$ cat src/hdl/sorc_pkg.sv
// Shared types, constants and helpers for the segment overlap raster counter.
package sorc_pkg;

    // Coordinate width of one end point and width of the running total.
    localparam int unsigned COORD_W       = 10;
    localparam int unsigned COUNT_W       = 21;
    localparam int unsigned HIT_W         = 2;
    localparam int unsigned GRID_SIDE_DEF = 1024;

    localparam logic [COUNT_W-1:0] COUNT_MAX   = '1;
    localparam logic [HIT_W-1:0]   HIT_MAX     = '1;
    localparam logic [HIT_W-1:0]   HIT_OVERLAP = HIT_W'(2);

    // Control sequence of the block.
    typedef enum logic [2:0] {
        S_CLEAR,
        S_IDLE,
        S_SETUP,
        S_DRAW,
        S_DRAIN,
        S_DONE
    } t_state;

    // Step direction along one axis.
    typedef enum logic [1:0] {
        DIR_HOLD,
        DIR_INC,
        DIR_DEC
    } t_dir;

    // Command from the sequencer to the cell walker.
    typedef struct packed {
        logic               load;
        logic [COORD_W-1:0] x;
        logic [COORD_W-1:0] y;
        t_dir               dir_x;
        t_dir               dir_y;
        logic [COORD_W-1:0] len;
    } t_walk_cmd;

    // Status of the cell walker.
    typedef struct packed {
        logic issue;
        logic last;
    } t_walk_stat;

    // Moves a coordinate one cell in the given direction.
    function automatic logic [COORD_W-1:0] f_step(input logic [COORD_W-1:0] c, input t_dir d);
        logic [COORD_W-1:0] r;
        case (d)
            DIR_INC: r = c + 1'b1;
            DIR_DEC: r = c - 1'b1;
            default: r = c;
        endcase
        return r;
    endfunction

endpackage

$ cat src/hdl/sorc_update.sv
// Update stage: increments the counter read back from the grid and keeps the running total.
module sorc_update
    import sorc_pkg::*;
#(
    parameter int unsigned AW = 20
) (
    input  logic               i_clk,
    input  logic               i_rst_n,
    input  logic               i_issue,
    input  logic [AW-1:0]      i_addr,
    input  logic [HIT_W-1:0]   i_rd_data,
    output logic               o_wr_en,
    output logic [AW-1:0]      o_wr_addr,
    output logic [HIT_W-1:0]   o_wr_data,
    output logic [COUNT_W-1:0] o_count
);

    logic               r_pend;
    logic [AW-1:0]      r_pend_addr;
    logic [COUNT_W-1:0] r_count;
    logic [HIT_W-1:0]   w_hit_next;
    logic               w_count_inc;

    // Track the read in flight so its data can be matched to its address.
    always_ff @(posedge i_clk) begin
        if (!i_rst_n) begin
            r_pend <= 1'b0;
        end else begin
            r_pend <= i_issue;
        end
    end

    always_ff @(posedge i_clk) begin
        r_pend_addr <= i_addr;
    end

    // Saturating counter increment; a cell counts once, when it first reaches two.
    always_comb begin
        w_hit_next  = i_rd_data + 1'b1;
        o_wr_en     = r_pend && (i_rd_data != HIT_MAX);
        w_count_inc = o_wr_en && (w_hit_next == HIT_OVERLAP) && (r_count != COUNT_MAX);
    end

    assign o_wr_addr = r_pend_addr;
    assign o_wr_data = w_hit_next;

    // Running overlap total.
    always_ff @(posedge i_clk) begin
        if (!i_rst_n) begin
            r_count <= '0;
        end else if (w_count_inc) begin
            r_count <= r_count + 1'b1;
        end
    end

    assign o_count = r_count;

endmodule

$ cat config.mk
export PLATFORM = sky130hd
export DESIGN_NAME = sorc_update
export DESIGN_NICKNAME = d
export VERILOG_FILES = /design/src/hdl/sorc_pkg.sv /design/src/hdl/sorc_update.sv
export SDC_FILE = /design/constraint.sdc
export NUM_CORES = 1
export LEC_CHECK = 0
export ABC_AREA = 1
export BUFFER_PORTS_ARGS = -buffer_cell sky130_fd_sc_hd__buf_2
export CAP_MARGIN = 20
export CORE_MARGIN = 2
export CORE_UTILIZATION = 30
export CTS_CLUSTER_DIAMETER = 100
export DETAILED_ROUTE_END_ITERATION = 8
export PLACE_DENSITY = 0.65
export SYNTH_ARGS = -nofsm -noshare
export SYNTH_HDL_FRONTEND = slang
export SYNTH_SLANG_ARGS = --single-unit
$ cat constraint.sdc
create_clock -name i_clk -period 3.8 [get_ports i_clk]
set_input_delay 1.14 -clock i_clk [delete_from_list [all_inputs] [get_ports i_clk]]
set_output_delay 1.14 -clock i_clk [all_outputs]
set_load 0.01 [all_outputs]
## Word-level counts from Yosys, hierarchy flattened

Cells that the tools add are included.

| storage, ports and cells | value |
|---|---|
| flip-flop bits (word level) | 42 |
| input port bits | 25 |
| output and inout bits | 44 |
| logic and storage cells | 11 |

| operators by class | value |
|---|---|
| add/sub/neg operators | 2 |
| equality and inequality tests | 3 |
| reductions and logical operators | 3 |

Operators by type and width:

| operator | count |
|---|---|
| 21-bit by 1-bit adder with 21-bit output, second input constant | 1 |
| 21-bit inequality test, second input constant | 1 |
| 1-bit logical AND | 3 |
| 2-bit by 1-bit adder with 2-bit output, second input constant | 1 |
| 2-bit equality test, second input constant | 1 |
| 2-bit inequality test, second input constant | 1 |

## Longest topological paths before layout

| depth | value |
|---|---|
| depth in word-level cells | 4 |
| depth in mapped cells | 10 |
| gate-level depth less buffers | 10 |

## Least setup slack after synthesis

OpenSTA, ideal clock, no wires.

| timing path | value |
|---|---|
| path type | input to output |
| from | input port i_rd_data[0] |
| to | output port o_wr_en |
| arrival time | 1.508 ns |
| data required time | 2.660 ns |
| slack | 1.152 ns |
| stages on the path | 2 |
| path buffers | 0 |
| cells stage by stage | ha_1 nor2_1 |

| on the way | value |
|---|---|
| cells in the longest elaborated chain, start to end | 2 |

RTL lines:

| what | line | RTL |
|---|---|---|
| from (decl) | sorc_update.sv:11 | `input logic [HIT_W-1:0] i_rd_data,` |
| 2-bit inequality test | sorc_update.sv:40 | `o_wr_en = r_pend && (i_rd_data != HIT_MAX);` |
| 1-bit logical AND | sorc_update.sv:40 |  |
| to (decl) | sorc_update.sv:12 | `output logic o_wr_en,` |

Every way passes these cells.

## Worst setup path in the final report

| timing path | value |
|---|---|
| from | input port i_rd_data[0] |
| to | output port o_wr_data[1] |

| on the way | value |
|---|---|
| cells in the longest elaborated chain, start to end | 1 |

RTL lines:

| what | line | RTL |
|---|---|---|
| 2-bit by 1-bit adder with 2-bit output | sorc_update.sv:39 | `w_hit_next = i_rd_data + 1'b1;` |
| to (decl) | sorc_update.sv:14 | `output logic [HIT_W-1:0] o_wr_data,` |

Every way passes these cells.

==> summary.txt <==
Fin area: 2341 um2
Pin count of the biggest net entering global routing: 15
Crit end category: output pin
Via/cell ratio: 4.430
DP Wirelength: 3119 um
Drt total wl: 4029 um
Final worst-path cycle share: 75.03%
Reg area: 840.8 um2
# nets final: 338
Main synth FF type: dfxtp_1
Final Hold Fails: 0
VDD IR-drop max: 0.2015 mV
Netlist cell types: 25
Final Skew: 0.007707 ns
Synth top area share: 46.83%
Most frequent cells after synthesis: nand2_1, dfxtp_1, nor2_1
Post-synthesis cell area: 1795 um2
Die width: 81.36 um
Worst Hold Class: flop to flop
Register area share after synthesis: 46.83%
Cell taking the most area after synthesis: dfxtp_1
Worst Setup EP: o_wr_data[1]
Endpoints failing setup: 0
Crit Path Class: input port to output pin
Critical Path Start: i_rd_data[0]
Io pins: 69
Setup_tns: 0 ns
Post-CTS setup buffer count: 0
Slew @ Worst Pin: 0.4171 ns
Synth top area cells: dfxtp_1, nand2_1, nor2_1, nand3_1, inv_1
Wire per inst: 10.44 um
Worst setup SP type: input port
Placed inst area: 2203 um2
CTS H-Tree Depth: 2
Status: finished, final reports clean
RR Startpoint: o_count[0]
GR Overflow Total: 0
Clock latency on the worst-skew pair: 0.29 ns
Clock Tree Root: clkbuf_8
PwrDens: 395.1 nW/um2
Most frequent cell after synthesis: nand2_1
Die outline height: 81.36 um
R2r worst-path depth: 9
FF-to-FF setup slack: 2.03 ns
Drt pass-1 iters: 4
Fmax: 350.7 MHz
Final Util: 40.01%
CTS sink count: 42
Leak: 1.039 nW
Global-route usage over all layers: 12.81%
Slew Viols, Final: 0
Post-synthesis register bit count: 42
Core area: 5851 um2
Layout area overhead: 30.38%
Post-synth ARST share: 0%
Drc violations: 0
Max-cap violations: 0
Multi-input logic area: 838.3 um2
Antenna cells: 0
Worst-path clk slew: 0.08 ns
First-pass GRT wire length: 6541 um
Initial DRC count: 84
Critical Path AT: 1.71 ns
Cell total after placement: 378
Syn_area_per_cell: 7.544 um2
Vias in the first global route: 1533
Dpl ws: 0.9459 ns
Post-layout worst setup margin: 0.9487 ns
Std-Cell Rows: 28
Share of layout cells above drive strength 1: 30.55%
Relative slew margins: 72.16%
Ys Warns: 0
Net Count, Synth: 266
Effective utilization at floorplan: 30.69%
Non-filler cells, final: 386
PostCTS Resize Cnt: 0
Critical path required time: 2.66 ns
Max Root-Sink Buffers: 2
Die area: 6619 um2
Initial antenna violation count: 0
Total clock buffers created by CTS: 5
TritonCTS clock tree: built
Fin crit period: 2.851 ns
Number of synthesized flops with an enable pin: 0
WHS: 0.5202 ns
Routed Antenna Nets: 0
RSZ-0062 raised after global routing: no
Capture point of the worst reg-to-reg path: o_count[2]
Cts hold-fix bufs: 0
Fill cells: 598
Routed vias: 1710
IO buf count: 68
Overall Power: 0.9250 mW
Crit-path max FO: 3
GP Congestion: 0.8356
Gate Count Post-Synth: 238
-- worst max-delay path, stage by stage --
cell and delay, ns:
buf_2 0.12, ha_1 0.29, inv_1 0.05, buf_2 0.12
-- power breakdown --
part	leakage, nW	switching (mW)	internal (mW)
combinational	0.624	0.0249	0.0214
clock	0.0683	0.160	0.263
sequential	0.346	0.00326	0.452
total	1.04	0.188	0.737
-- worst min-delay path by stage --
stage                     start          end  slack [ns]  cells past startpoint
floorplan           o_count[16]  o_count[16]        0.52                      2
global placement     o_count[9]   o_count[9]        0.51                      2
detailed placement  o_count[15]  o_count[15]        0.52                      2
CTS                 o_count[15]  o_count[15]        0.53                      2
global route         o_count[3]   o_count[3]        0.56                      2
finish              o_count[15]  o_count[15]        0.52                      2
-- placed cells by master (no fill, tap or decap), drive strengths merged --
cell type	netlist	layout
nand3	18	18
a31oi	1	1
nand2	68	68
nor2	45	45
xor2	2	2
a21oi	14	14
clkbuf	1	5
o21ai	3	3
buf	2	68
ha	3	3
o21bai	1	1
clkinv	0	1
dfxtp	42	42
nor3	2	2
nand4	8	8
bufinv	0	2
xnor2	3	3
nand3b	1	1
inv	24	24
-- layer usage --
metal / vias up / track usage, % / routed length [um]
met3: 4 / 3.444 / 234
met2: 50 / 22.21 / 1900
met5: - / 0 / 0
li1: 898 / - / -
met4: 0 / 4.576 / 40
met1: 758 / 15.10 / 1854
-- cells by family after synthesis --
| kind of cell | share of synthesized area [%] |
|---|---|
| compound gates | 5.506 |
| xor+xnor | 2.439 |
| fa+ha+maj | 2.091 |
| buf+inv | 6.481 |
| flops | 46.83 |
| simple gates | 36.65 |
-- layout make-up --
type,instances,share of cell area [%]
timing repair buffer,68,14.54
multi-input combinational,169,35.81
clock buffer,5,2.940
tap,75,4.009
sequential,42,35.92
clock inverter,3,2.940
inverter,24,3.848
-- sequential cells by signal, indices dropped and copies added (netlist names) --
register   flops
o_count       21
o_wr_addr     20
r_pend         1
No activity file was read; power rests on OpenSTA's default activity.
