<file path="src/hdl/sorc_pkg.sv">
// Shared types, constants and helpers for the segment overlap raster counter.
package sorc_pkg;

    // Coordinate width of one end point and width of the running total.
    localparam int unsigned COORD_W       = 10;
    localparam int unsigned COUNT_W       = 21;
    localparam int unsigned HIT_W         = 2;
    localparam int unsigned GRID_SIDE_DEF = 1024;

    localparam logic [COUNT_W-1:0] COUNT_MAX   = '1;
    localparam logic [HIT_W-1:0]   HIT_MAX     = '1;
    localparam logic [HIT_W-1:0]   HIT_OVERLAP = HIT_W'(2);

    // Control sequence of the block.
    typedef enum logic [2:0] {
        S_CLEAR,
        S_IDLE,
        S_SETUP,
        S_DRAW,
        S_DRAIN,
        S_DONE
    } t_state;

    // Step direction along one axis.
    typedef enum logic [1:0] {
        DIR_HOLD,
        DIR_INC,
        DIR_DEC
    } t_dir;

    // Command from the sequencer to the cell walker.
    typedef struct packed {
        logic               load;
        logic [COORD_W-1:0] x;
        logic [COORD_W-1:0] y;
        t_dir               dir_x;
        t_dir               dir_y;
        logic [COORD_W-1:0] len;
    } t_walk_cmd;

    // Status of the cell walker.
    typedef struct packed {
        logic issue;
        logic last;
    } t_walk_stat;

    // Moves a coordinate one cell in the given direction.
    function automatic logic [COORD_W-1:0] f_step(input logic [COORD_W-1:0] c, input t_dir d);
        logic [COORD_W-1:0] r;
        case (d)
            DIR_INC: r = c + 1'b1;
            DIR_DEC: r = c - 1'b1;
            default: r = c;
        endcase
        return r;
    endfunction

endpackage

</file>
<file path="src/hdl/sorc_walker.sv">
// Cell walker: issues one grid address per cycle along a segment.
module sorc_walker
    import sorc_pkg::*;
#(
    parameter int unsigned CW = 10
) (
    input  logic          i_clk,
    input  logic          i_rst_n,
    input  t_walk_cmd     i_cmd,
    output t_walk_stat    o_stat,
    output logic [2*CW-1:0] o_addr
);

    logic               r_active;
    logic [COORD_W-1:0] r_x;
    logic [COORD_W-1:0] r_y;
    logic [COORD_W-1:0] r_rem;
    t_dir               r_dir_x;
    t_dir               r_dir_y;

    // Walk control: loaded by a command, stops after the final cell.
    always_ff @(posedge i_clk) begin
        if (!i_rst_n) begin
            r_active <= 1'b0;
        end else if (i_cmd.load) begin
            r_active <= 1'b1;
        end else if (r_active && (r_rem == '0)) begin
            r_active <= 1'b0;
        end
    end

    // Position and remaining length.
    always_ff @(posedge i_clk) begin
        if (i_cmd.load) begin
            r_x     <= i_cmd.x;
            r_y     <= i_cmd.y;
            r_rem   <= i_cmd.len;
            r_dir_x <= i_cmd.dir_x;
            r_dir_y <= i_cmd.dir_y;
        end else if (r_active) begin
            r_x   <= f_step(r_x, r_dir_x);
            r_y   <= f_step(r_y, r_dir_y);
            r_rem <= r_rem - 1'b1;
        end
    end

    assign o_stat.issue = r_active;
    assign o_stat.last  = r_active && (r_rem == '0);
    assign o_addr       = {r_x[CW-1:0], r_y[CW-1:0]};

endmodule

</file>
<file path="config.mk">
export PLATFORM = sky130hd
export DESIGN_NAME = sorc_walker
export DESIGN_NICKNAME = d
export VERILOG_FILES = /design/src/hdl/sorc_pkg.sv /design/src/hdl/sorc_walker.sv
export SDC_FILE = /design/constraint.sdc
export NUM_CORES = 1
export LEC_CHECK = 0
export ABC_AREA = 0
export BUFFER_PORTS_ARGS = -buffer_cell sky130_fd_sc_hd__buf_2
export CORE_MARGIN = 2
export CORE_UTILIZATION = 55
export CTS_CLUSTER_SIZE = 28
export DETAILED_ROUTE_END_ITERATION = 10
export GPL_TIMING_DRIVEN = 0
export HOLD_SLACK_MARGIN = 0.15
export PLACE_DENSITY = 0.82
export RECOVER_POWER = 100
export SLEW_MARGIN = 20
export SYNTH_ARGS = -nofsm -noshare
export SYNTH_HDL_FRONTEND = slang
export SYNTH_SLANG_ARGS = --single-unit
</file>
<file path="constraint.sdc">
create_clock -name i_clk -period 5.8 [get_ports i_clk]
set_clock_uncertainty 0.05 [all_clocks]
set_input_delay 0.29 -clock i_clk [delete_from_list [all_inputs] [get_ports i_clk]]
set_output_delay 0.29 -clock i_clk [all_outputs]
set_load 0.02 [all_outputs]
</file>
* After elaboration in Yosys (flattened, before gate mapping) *
Cells that the tools add are included.

word-level totals
  output and inout port bits = 22
  input bits = 37
  register bits = 35
  logic and storage cells = 33

cells by class
  $add $sub $neg = 5
  reductions and logical operators = 8
  eq/ne operators = 4
  muxes and demuxes = 10

operators with widths
  operator               count
  $mux 10                6
  $pmux 10 s2            2
  $sub 10x1->10 const B  3
  $add 10x1->10 const B  2
  $logic_not 10->1       1
  $reduce_bool 3->1      2
  $eq 2x1->1 const B     2
  $eq 2x2->1 const B     2
  $reduce_and 2->1       2
  $reduce_bool 2->1      2
  $mux 1                 2
  $logic_and 1x1->1      1

* Logic depth before layout (Yosys ltp) *
Gate-level depths: netlist of run 1.

  word-level depth = 4
  mapped depth = 9
  gate-level depth less buffers = 8

* Worst setup path before layout of run 1 *
Ideal clock, no wire load.

  path kind = register to register
  from = register r_dir_y[0]
  to = register r_y[8], data pin
  setup time = 256 ps
  path slack = 3529 ps
  clock period less this slack = 2271 ps
  data arrival time = 1965 ps
  stages on the path, launching flop included = 10
  data required time = 5494 ps
  buffers on the path = 1
  path through = edfxtp_1 -> nand2b_1 -> buf_2 -> xnor2_1 -> ha_1 -> nand2_1 -> or4_2 -> o21ai_2 -> xnor2_1 -> o21ai_2

between the ends
  longest elaborated chain between the ends = 4
  elaborated cells on any way between the ends = 5
  those cells by class = 2 x eq/ne; 3 x mux

ends and longest elaborated chain
  item                                      RTL line           text
  start, declared                           sorc_walker.sv:19  t_dir r_dir_y;
  start signal, assigned                    sorc_walker.sv:39  r_dir_y <= i_cmd.dir_y;
  $eq 2x2->1 or $eq 2x1->1 (tied branches)  sorc_pkg.sv:50     case (d)
  $pmux 10 s2 *                             sorc_pkg.sv:50
  $mux 10 *                                 sorc_walker.sv:40  end else if (r_active) begin
  $mux 10 *                                 sorc_walker.sv:34  if (i_cmd.load) begin
  end signal, assigned                      sorc_walker.sv:36  r_y <= i_cmd.y;
  end signal, assigned                      sorc_walker.sv:42  r_y <= f_step(r_y, r_dir_y);
  end, declared                             sorc_walker.sv:16  logic [COORD_W-1:0] r_y;

Every way passes the cells marked *; elsewhere a longest branch is shown, timed or not. The select of a mux whose other input is x is not followed.
A chain may end at the register's enable or synchronous reset.

* Worst setup path in the final report of run 1 *
  from = register r_dir_y[1]
  to = register r_y[8], data pin

Same word-level chain as after synthesis.

==> impl_metrics.toml, run 1 <==
[outcome]
run_status = "completed"

[logic_synthesis]
asyncSetResetFlopFracSynth = 0
syn-instance-count = 237
synth_top_area_cell = "sky130_fd_sc_hd__edfxtp_1"
synth_top_area_share = 0.444
syn_area_um2 = 2300
ys_dominant_reg_cell = "sky130_fd_sc_hd__edfxtp_1"
synthTopCellsByArea = "sky130_fd_sc_hd__edfxtp_1 44%, sky130_fd_sc_hd__xnor2_1 9.9%, sky130_fd_sc_hd__nand2_1 5.9%"
synth-seq-cells = 35
synth_sequential_area_ratio = 0.453
synth_fp_nets = 277
yosys_warnings = 0
synthDistinctLibCells = 49
synth-edff-count = 34
avg_cell_area_syn_um2 = 9.70

[place]
post-dp-hpwl_mm = 3.86
port_buffers = 58
area_after_detailed_placement_um2 = 2650
post_placement_cell_count = 345
globalplace.congestion = 0.861

[setup_path]
max_stage_delay_ns = 0.54
worst-endpoint-required_ns = 5.79
startpoint = "r_dir_y[1]$_DFFE_PP_"
timing.rr.start = "r_dir_y[1]$_DFFE_PP_"
critical_path_class = "register to register"
crit_buf_inv = 1
endpoint_kind = "register"
critical_path_arrival_ns = 2.61
critPathTopFamily = "simple AND/OR/NAND/NOR gates"
r2r_depth = 9
critical-path-slowest-cell = "sky130_fd_sc_hd__or4_2"
critPathCapture = "r_y[8]$_DFFE_PP_"
cells_along_the_critical_path = "nand2b_1 > clkbuf_1 > xnor2_1 > ha_1 > nand2_1 > or4_2 > o21ai_0 > xnor2_1 > o21ai_2"
worst_setup_path_start_kind = "register"
timing.rr.end = "r_y[8]$_DFFE_PP_"
regToRegSetupSlack_ns = 3.18
timing.critical_path.mode_cell = "sky130_fd_sc_hd__xnor2_1"
crit_fanout = 7
worst-path-stages = 9

[cells_and_area]
post_route_non_filler_standard_cell_count = 357
syn_to_final_growth_pct = 18.6
final_util = 0.682
nets = 346
drive_above_1_share = 0.176
final_cell_area_um2 = 2730
antennaDiodeCount = 0

[timing]
hold_slack_ns = 0.178
finalSetupTns_ns = 0
finalMaxSlewViolations = 0
highest_clock_rate_ghz = 0.381
finalHoldViolCount = 0
worst_slew_pin_slew_ns = 0.725
min_period_over_period = 0.452
headroom_to_the_max_slew_limit = 0.517
finalWorstPathRequiredPeriod_ns = 2.62
setup_repair_after_global_routing_missed_its_margin = "no"
setup_viol_count_final = 0

[global_route]
top_usage_layer = "met2"
grt_start_max_net_pins = 12
via_count_of_the_first_global_routing_pass = 1880
antenna_found_initial = 0
grtUsageMet2 = 0.417
wire_length_of_the_first_global_routing_pass_mm = 8.22
gr-usage-met3 = 0.0536
gr-total-overflow = 0
grtUsageMet1 = 0.281
grt_use_total = 0.240

[detailed_routing]
vias = 2001
drcViolationCount = 0
drtPass1Iterations = 4
via_per_inst = 5.61
ant_nets = 0
detail_route.iter0.violations = 217
drt-wirelength-per-cell_um = 14.5
postRouteWirelength_mm = 5.18

[clock_tree]
clock_latency_ns = 0.29
cts.clk_slew.worst_paths_ns = 0.07
tritoncts_num_sinks = 35
post_cts_resize_count = 0
number_of_buffers_added_by_the_clock_tree_synthesis_step = 5
cts.htree.levels = 2
tritoncts = "done"
clock-root-buffer = "sky130_fd_sc_hd__clkbuf_8"
clockBufferDepth = 2

[die]
die_w_um = 68.6
die_y_um = 68.6
rows = 23
core_region_area_um2 = 4000
ioPinCount = 59
starting_density_of_the_core = 0.575
die_footprint_um2 = 4710

[power_and_ir_drop]
power.switching_fraction = 0.327
seqPwrFrac = 0.483
leakage_power_figure_nw = 0.995
power.share.clock = 0.244
comb_power_share = 0.272
switchingPower_w = 0.000246
power.density_nw_per_um2 = 276
ir_drop_mv = 0.163
power_report.internal_total_w = 0.000506

[hold_path]
worstHoldPathType = "primary input to register"

[flow_run]
maxCapViolCount = 0
[routing by layer]
layer | routed length [µm] | vias to the layer above | share of wire
li1 | - | 990 | -
met1 | 2150 | 923 | 0.41
met2 | 2620 | 80 | 0.51
met3 | 321 | 8 | 0.062
met4 | 91 | 0 | 0.018
met5 | 0 | - | 0
[placed cells by master, fill, tap and decap left out, types with 4 or more instances in the layout]
cell type,n
sky130_fd_sc_hd__a21oi_1,7
sky130_fd_sc_hd__buf_2,35
sky130_fd_sc_hd__clkbuf_1,34
sky130_fd_sc_hd__clkbuf_8,7
sky130_fd_sc_hd__dlygate4sd3_1,5
sky130_fd_sc_hd__edfxtp_1,34
sky130_fd_sc_hd__inv_1,6
sky130_fd_sc_hd__mux2_2,4
sky130_fd_sc_hd__nand2_1,36
sky130_fd_sc_hd__nand3_1,7
sky130_fd_sc_hd__nand4_1,6
sky130_fd_sc_hd__nor2_1,12
sky130_fd_sc_hd__nor3_1,5
sky130_fd_sc_hd__nor4_1,5
sky130_fd_sc_hd__o21ai_0,28
sky130_fd_sc_hd__xnor2_1,26
sky130_fd_sc_hd__xor2_1,6
[how the worst min path moves through the flow]
stage,startpoint,to,slack [ns],cells past startpoint
floorplan,i_cmd[12],r_dir_x[0]$_DFFE_PP_,0.34,0
global placement,i_cmd[13],r_dir_x[1]$_DFFE_PP_,0.42,1
detailed placement,i_cmd[12],r_dir_x[0]$_DFFE_PP_,0.42,1
CTS,i_rst_n,r_active$_SDFFE_PN0P_,0.17,2
global route,i_rst_n,r_active$_SDFFE_PN0P_,0.18,2
finish,i_rst_n,r_active$_SDFFE_PN0P_,0.18,2
[synth_stat cells (3+ instances only)]
| cell type | instances |
|---|---|
| sky130_fd_sc_hd__a21oi_1 | 7 |
| sky130_fd_sc_hd__clkbuf_1 | 7 |
| sky130_fd_sc_hd__edfxtp_1 | 34 |
| sky130_fd_sc_hd__ha_1 | 3 |
| sky130_fd_sc_hd__inv_1 | 6 |
| sky130_fd_sc_hd__mux2_2 | 4 |
| sky130_fd_sc_hd__nand2_1 | 36 |
| sky130_fd_sc_hd__nand3_1 | 7 |
| sky130_fd_sc_hd__nand4_1 | 6 |
| sky130_fd_sc_hd__nor2_1 | 12 |
| sky130_fd_sc_hd__nor2b_1 | 3 |
| sky130_fd_sc_hd__nor3_1 | 5 |
| sky130_fd_sc_hd__nor4_1 | 5 |
| sky130_fd_sc_hd__o21ai_0 | 26 |
| sky130_fd_sc_hd__or4_1 | 3 |
| sky130_fd_sc_hd__xnor2_1 | 26 |
| sky130_fd_sc_hd__xor2_1 | 6 |
[power groups by stage]
stage          Combinational (W)  Clock, W  Sequential [W]
2_1_floorplan           0.000129         0        0.000383
3_3_place_gp            0.000203         0        0.000365
3_5_place_dp            0.000210         0        0.000368
4_1_cts                 0.000213  0.000187        0.000362
5_1_grt                 0.000228  0.000196        0.000369
6_report                0.000205  0.000184        0.000363
[cell type report]
cell class                 count  area (µm²)
timing repair buffer          62         302
sequential                    35        1040
buffer                        14        80.1
clock buffer                   7        86.3
tap                           50        62.6
multi-input combinational    182        1130
clock inverter                 1        5.00
inverter                       6        22.5
fill                         336        1270
[metrics by stage]
| step | total power, W | setup slack, ns |
|---|---|---|
| after floorplan | 0.000512 | 3.53 |
| after global placement | 0.000568 | 3.42 |
| after detailed placement | 0.000578 | 3.38 |
| after CTS | 0.000763 | 3.37 |
| after global routing | 0.000794 | 2.98 |
| final | 0.000751 | 3.18 |
[flip-flops by register name (all words and copies together), names as in the netlist]
register	flops
r_dir_y	2
r_dir_x	2
r_rem	10
r_active	1
r_x	10
r_y	10
[cells by family after synthesis]
| family | after synthesis | share of synthesized area |
|---|---|---|
| simple gates | 92 | 0.203 |
| mux | 6 | 0.0283 |
| fa+ha+maj | 3 | 0.0163 |
| buf+inv | 20 | 0.0506 |
| flops | 35 | 0.453 |
| xor+xnor | 32 | 0.122 |
| compound gates | 49 | 0.127 |
[repair_timing]
item	in CTS	in global routing
hold endpoints to repair	4	0
buffers inserted	0	0
hold buffers	4	0
Power figures use the tool's default switching activity.
==> run 2, diff against run 1 <==
--- a/config.mk
+++ b/config.mk
@@ -8,12 +8,12 @@
 export ABC_AREA = 0
 export BUFFER_PORTS_ARGS = -buffer_cell sky130_fd_sc_hd__buf_2
 export CORE_MARGIN = 2
-export CORE_UTILIZATION = 55
+export CORE_UTILIZATION = 53
 export CTS_CLUSTER_SIZE = 28
 export DETAILED_ROUTE_END_ITERATION = 10
 export GPL_TIMING_DRIVEN = 0
 export HOLD_SLACK_MARGIN = 0.15
-export PLACE_DENSITY = 0.82
+export PLACE_DENSITY = 0.8
 export RECOVER_POWER = 100
 export SLEW_MARGIN = 20
 export SYNTH_ARGS = -nofsm -noshare
==> constraint.sdc (replaced) <==
create_clock -name i_clk -period 2.6 [get_ports i_clk]
set_clock_uncertainty 0.05 [all_clocks]
set_input_delay 0.13 -clock i_clk [delete_from_list [all_inputs] [get_ports i_clk]]
set_output_delay 0.13 -clock i_clk [all_outputs]
set_load 0.02 [all_outputs]
==> impl_metrics.toml, run 2 (same netlist as run 1, synthesis figures left out) <==
[outcome]
run_status = "completed"

[timing]
finalHoldViolCount = 0
setup_repair_after_global_routing_missed_its_margin = "no"
worst_slack_ns = 0.145
headroom_to_the_max_slew_limit = 0.599
finalMaxSlewViolations = 0
finalSetupTns_ns = 0
setup_viol_count_final = 0
min_period_over_period = 0.944
highest_clock_rate_ghz = 0.407
finalWorstPathRequiredPeriod_ns = 2.46
worst_slew_pin_slew_ns = 0.601

[global_route]
antenna_found_initial = 0
grt_use_total = 0.250
wire_length_of_the_first_global_routing_pass_mm = 9.68
via_count_of_the_first_global_routing_pass = 2061
grt_start_max_net_pins = 12
gr-total-overflow = 0

[clock_tree]
clock-root-buffer = "sky130_fd_sc_hd__clkbuf_8"
cts.htree.levels = 2
clock_latency_ns = 0.29
tritoncts_num_sinks = 35
clockBufferDepth = 2
tritoncts = "done"
cts.clk_slew.worst_paths_ns = 0.07
post_cts_resize_count = 0
number_of_buffers_added_by_the_clock_tree_synthesis_step = 5

[detailed_routing]
vias = 2139
drtPass1Iterations = 4
drt-wirelength-per-cell_um = 15.3
drcViolationCount = 0
detail_route.iter0.violations = 166
postRouteWirelength_mm = 5.95
via_per_inst = 5.51
ant_nets = 0

[place]
preCtsSetupSlack_ns = 0.211
post-dp-hpwl_mm = 3.70
port_buffers = 58
globalplace.congestion = 0.820

[power_and_ir_drop]
comb_power_share = 0.278
switchingPower_w = 0.000570
power.density_nw_per_um2 = 590
power.total_w = 0.00180
power_report.internal_total_w = 0.00123
ir_drop_mv = 0.407
leakage_power_figure_nw = 1.14
power.switching_fraction = 0.316
power.share.clock = 0.272
seqPwrFrac = 0.451

[setup_path]
worst-endpoint-required_ns = 2.57
crit_fanout = 10
critical_path_class = "register to register"
timing.rr.end = "r_x[6]$_DFFE_PP_"
critical_path_arrival_ns = 2.43
worst_setup_path_start_kind = "register"
regToRegSetupSlack_ns = 0.14
timing.rr.start = "r_dir_x[0]$_DFFE_PP_"
r2r_depth = 9
endpoint_kind = "register"

[hold_path]
hold_start = "i_cmd[33]"
hold_depth = 5
worstHoldPathType = "primary input to register"
hold-path-endpoint = "r_x[9]$_DFFE_PP_"

[cells_and_area]
final_common_cell = "sky130_fd_sc_hd__buf_2"
drive_above_1_share = 0.166
final_cell_mix = "37 x sky130_fd_sc_hd__buf_2, 36 x sky130_fd_sc_hd__nand2_1, 36 x sky130_fd_sc_hd__dlygate4sd3_1, 34 x sky130_fd_sc_hd__edfxtp_1, 33 x sky130_fd_sc_hd__clkbuf_1"
syn_to_final_growth_pct = 33.0
largestRegisters = "r_rem (10), r_x (10), r_y (10)"
nets = 377
antennaDiodeCount = 0

[die]
die_y_um = 69.9
core_region_area_um2 = 4090
rows = 23
starting_density_of_the_core = 0.562
die_w_um = 69.9
die_footprint_um2 = 4880
ioPinCount = 59

[flow_run]
maxCapViolCount = 0
-- run 2: per-stage QoR --
step | hold slack [ns] | cell area, µm² | cells | util
final | 0.396 | 3060 | 388 | 0.748
after global routing | 0.425 | 3060 | 388 | 0.748
after detailed placement | 0.269 | 2650 | 345 | 0.649
after floorplan | 0.179 | 2300 | 237 | -
after global placement | 0.258 | 2650 | 345 | 0.649
after CTS | 0.390 | 3110 | 388 | 0.761
-- run 2: layout make-up --
cell class | instances | area (µm²)
multi-input combinational | 182 | 1130
sequential | 35 | 1040
fill | 314 | 1030
timing repair buffer | 93 | 612
buffer | 14 | 82.6
clock buffer | 7 | 76.3
tap | 50 | 62.6
clock inverter | 1 | 30.0
inverter | 6 | 22.5
-- run 2: repair_timing --
| action | CTS | global route |
|---|---|---|
| hold buffers | 35 | 0 |
| endpoints found under the hold margin | 38 | 0 |
| buffers inserted | 0 | 0 |
-- run 2: worst max path at each step --
stage / startpoint / endpoint / cells after the start
detailed placement: r_dir_y[0]$_DFFE_PP_ / r_y[8]$_DFFE_PP_ / 9
floorplan: r_dir_y[0]$_DFFE_PP_ / r_y[8]$_DFFE_PP_ / 9
CTS: r_dir_x[0]$_DFFE_PP_ / r_x[6]$_DFFE_PP_ / 9
finish: r_dir_x[0]$_DFFE_PP_ / r_x[6]$_DFFE_PP_ / 9
global placement: r_dir_y[0]$_DFFE_PP_ / r_y[8]$_DFFE_PP_ / 9
global route: r_dir_y[0]$_DFFE_PP_ / r_y[8]$_DFFE_PP_ / 9
-- run 2: routing by layer --
metal  wire (µm)  vias to the layer above  part of all wire  global-route usage
met3         290                        7             0.049              0.0346
li1            -                     1054                 -                   -
met2        3080                       81              0.52               0.441
met4          68                        0             0.011              0.0641
met1        2510                      997              0.42               0.322
met5           0                        -                 0                   0
-- run 2: power groups by stage --
stage	clock network, W	registers [W]	logic (W)
floorplan	0	0.000854	0.000287
global placement	0	0.000815	0.000454
detailed placement	0	0.000820	0.000466
CTS	0.000486	0.000808	0.000511
global route	0.000514	0.000825	0.000552
finish	0.000490	0.000813	0.000501
-- run 2: worst max-delay path, cell delays in order (launching register included) --
cell and delay, ns:
sky130_fd_sc_hd__edfxtp_1 0.42, sky130_fd_sc_hd__nand2b_1 0.23, sky130_fd_sc_hd__buf_2 0.23, sky130_fd_sc_hd__xnor2_1 0.14, sky130_fd_sc_hd__ha_1 0.26, sky130_fd_sc_hd__nor2_1 0.17, sky130_fd_sc_hd__nand3_1 0.14, sky130_fd_sc_hd__o32ai_1 0.32
sky130_fd_sc_hd__xnor2_1 0.15, sky130_fd_sc_hd__o21ai_0 0.09
==> run 3, diff against run 2 <==
--- a/config.mk
+++ b/config.mk
@@ -15,6 +15,7 @@
 export HOLD_SLACK_MARGIN = 0.15
 export PLACE_DENSITY = 0.8
 export RECOVER_POWER = 100
+export REMOVE_ABC_BUFFERS = 1
 export SLEW_MARGIN = 20
 export SYNTH_ARGS = -nofsm -noshare
 export SYNTH_HDL_FRONTEND = slang
==> impl_metrics.toml, run 3 (same netlist as run 1, synthesis figures left out) <==
[outcome]
run_status = "completed"

[timing]
worst_slew_pin_slew_ns = 0.678
finalHoldViolCount = 0
min_period_over_period = 0.932
highest_clock_rate_ghz = 0.413
finalWorstPathRequiredPeriod_ns = 2.42
finalMaxSlewViolations = 0
setup_viol_count_final = 0
hold_slack_ns = 0.349
finalSetupTns_ns = 0
headroom_to_the_max_slew_limit = 0.548
setup_repair_after_global_routing_missed_its_margin = "no"

[setup_path]
critPathCapture = "r_y[8]$_DFFE_PP_"
worst-endpoint-required_ns = 2.56
endpoint_kind = "register"
critical_path_class = "register to register"
timing.rr.start = "r_dir_y[0]$_DFFE_PP_"
timing.rr.end = "r_y[8]$_DFFE_PP_"
worst_setup_path_start_kind = "register"
r2r_depth = 8
crit_fanout = 7
critical_path_arrival_ns = 2.39
startpoint = "r_dir_y[0]$_DFFE_PP_"
regToRegSetupSlack_ns = 0.18

[die]
die_y_um = 69.9
ioPinCount = 59
starting_density_of_the_core = 0.562
core_region_area_um2 = 4090
die_w_um = 69.9
die_footprint_um2 = 4880
rows = 23

[global_route]
antenna_found_initial = 0
grt_start_max_net_pins = 68
wire_length_of_the_first_global_routing_pass_mm = 8.54
grt_use_total = 0.214
via_count_of_the_first_global_routing_pass = 1919
gr-total-overflow = 0

[place]
port_buffers = 58
area_after_detailed_placement_um2 = 2560
post-dp-hpwl_mm = 3.21
globalplace.congestion = 0.856

[power_and_ir_drop]
power.share.clock = 0.226
switchingPower_w = 0.000534
comb_power_share = 0.276
seqPwrFrac = 0.497
power_report.internal_total_w = 0.00112
power.total_w = 0.00166
power.switching_fraction = 0.323
ir_drop_mv = 0.370
leakage_power_figure_nw = 1.09
power.density_nw_per_um2 = 561

[clock_tree]
number_of_buffers_added_by_the_clock_tree_synthesis_step = 5
clockBufferDepth = 2
tritoncts_num_sinks = 35
cts.clk_slew.worst_paths_ns = 0.07
cts.htree.levels = 2
clock_latency_ns = 0.28
tritoncts = "done"
clock-root-buffer = "sky130_fd_sc_hd__clkbuf_8"

[detailed_routing]
via_per_inst = 5.35
routedLengthMet1_mm = 2.22
vias = 1995
detail_route.iter0.violations = 115
postRouteWirelength_mm = 5.05
ant_nets = 0
drcViolationCount = 0
drtPass1Iterations = 6
top_layer_used = "met4"
drt-wirelength-per-cell_um = 13.5
routed-wl-met3_um = 174
met2_wirelength_mm = 2.59

[cells_and_area]
drive_above_1_share = 0.170
antennaDiodeCount = 0
final_cell_area_um2 = 2950
syn_to_final_growth_pct = 28.4
final_cell_mix = "36 x sky130_fd_sc_hd__nand2_1, 35 x sky130_fd_sc_hd__buf_2, 34 x sky130_fd_sc_hd__dlygate4sd3_1, 34 x sky130_fd_sc_hd__edfxtp_1, 27 x sky130_fd_sc_hd__o21ai_0"
nets = 362
final_util = 0.722
final_common_cell = "sky130_fd_sc_hd__nand2_1"
largestRegisters = "r_rem (10), r_x (10), r_y (10)"

[hold_path]
worstHoldPathType = "primary input to register"

[flow_run]
maxCapViolCount = 0
## run 3: how the worst min path moves through the flow
stage | start | to | slack, ns | cells past startpoint
floorplan | i_cmd[12] | r_dir_x[0]$_DFFE_PP_ | 0.18 | 0
global placement | i_cmd[12] | r_dir_x[0]$_DFFE_PP_ | 0.26 | 1
detailed placement | i_cmd[13] | r_dir_x[1]$_DFFE_PP_ | 0.26 | 1
CTS | i_cmd[33] | r_x[9]$_DFFE_PP_ | 0.36 | 5
global route | i_cmd[34] | r_dir_y[0]$_DFFE_PP_ | 0.37 | 1
finish | i_cmd[34] | r_dir_y[1]$_DFFE_PP_ | 0.35 | 1
## run 3: layout make-up
cell class	instances	area [µm²]
clock buffers	7	76.3
clock inverters	1	5.00
fillers	336	1140
inverters	6	22.5
multi-input cells	182	1140
flip-flops and latches	35	1040
well taps	50	62.6
repair buffers	92	607
## run 3: metrics by stage
stage,setup slack (ns),std cells
6_report,0.176,373
5_1_grt,0.0251,373
4_1_cts,0.0763,373
3_5_place_dp,0.0888,331
3_3_place_gp,0.165,331
2_1_floorplan,0.317,223
## run 3: power groups by stage
stage	Clock, W	Sequential (W)	Combinational (W)
detailed placement	0	0.000833	0.000430
global route	0.000416	0.000838	0.000508
finish	0.000375	0.000823	0.000457
floorplan	0	0.000865	0.000249
global placement	0	0.000828	0.000418
CTS	0.000388	0.000820	0.000471
## run 3: routing by layer
metal  up-vias  track usage
li1       1028            -
met2        43        0.387
met5         -            0
met3         7       0.0404
met4         0       0.0449
met1       917        0.264
## run 3: repair_timing
action,CTS,global route
gates resized for setup,0,2
endpoints found under the setup margin,0,2
hold buffers,34,0
endpoints found under the hold margin,34,0
setup buffers,0,0
## run 3: worst max-delay path, stage by stage, from the launching register on
cell and delay (ns):
sky130_fd_sc_hd__edfxtp_1 0.43, sky130_fd_sc_hd__nand2b_2 0.30, sky130_fd_sc_hd__xnor2_1 0.18, sky130_fd_sc_hd__ha_1 0.27, sky130_fd_sc_hd__nand2_1 0.07, sky130_fd_sc_hd__or4_2 0.56, sky130_fd_sc_hd__o21ai_2 0.09, sky130_fd_sc_hd__xnor2_1 0.15
sky130_fd_sc_hd__o21ai_2 0.06
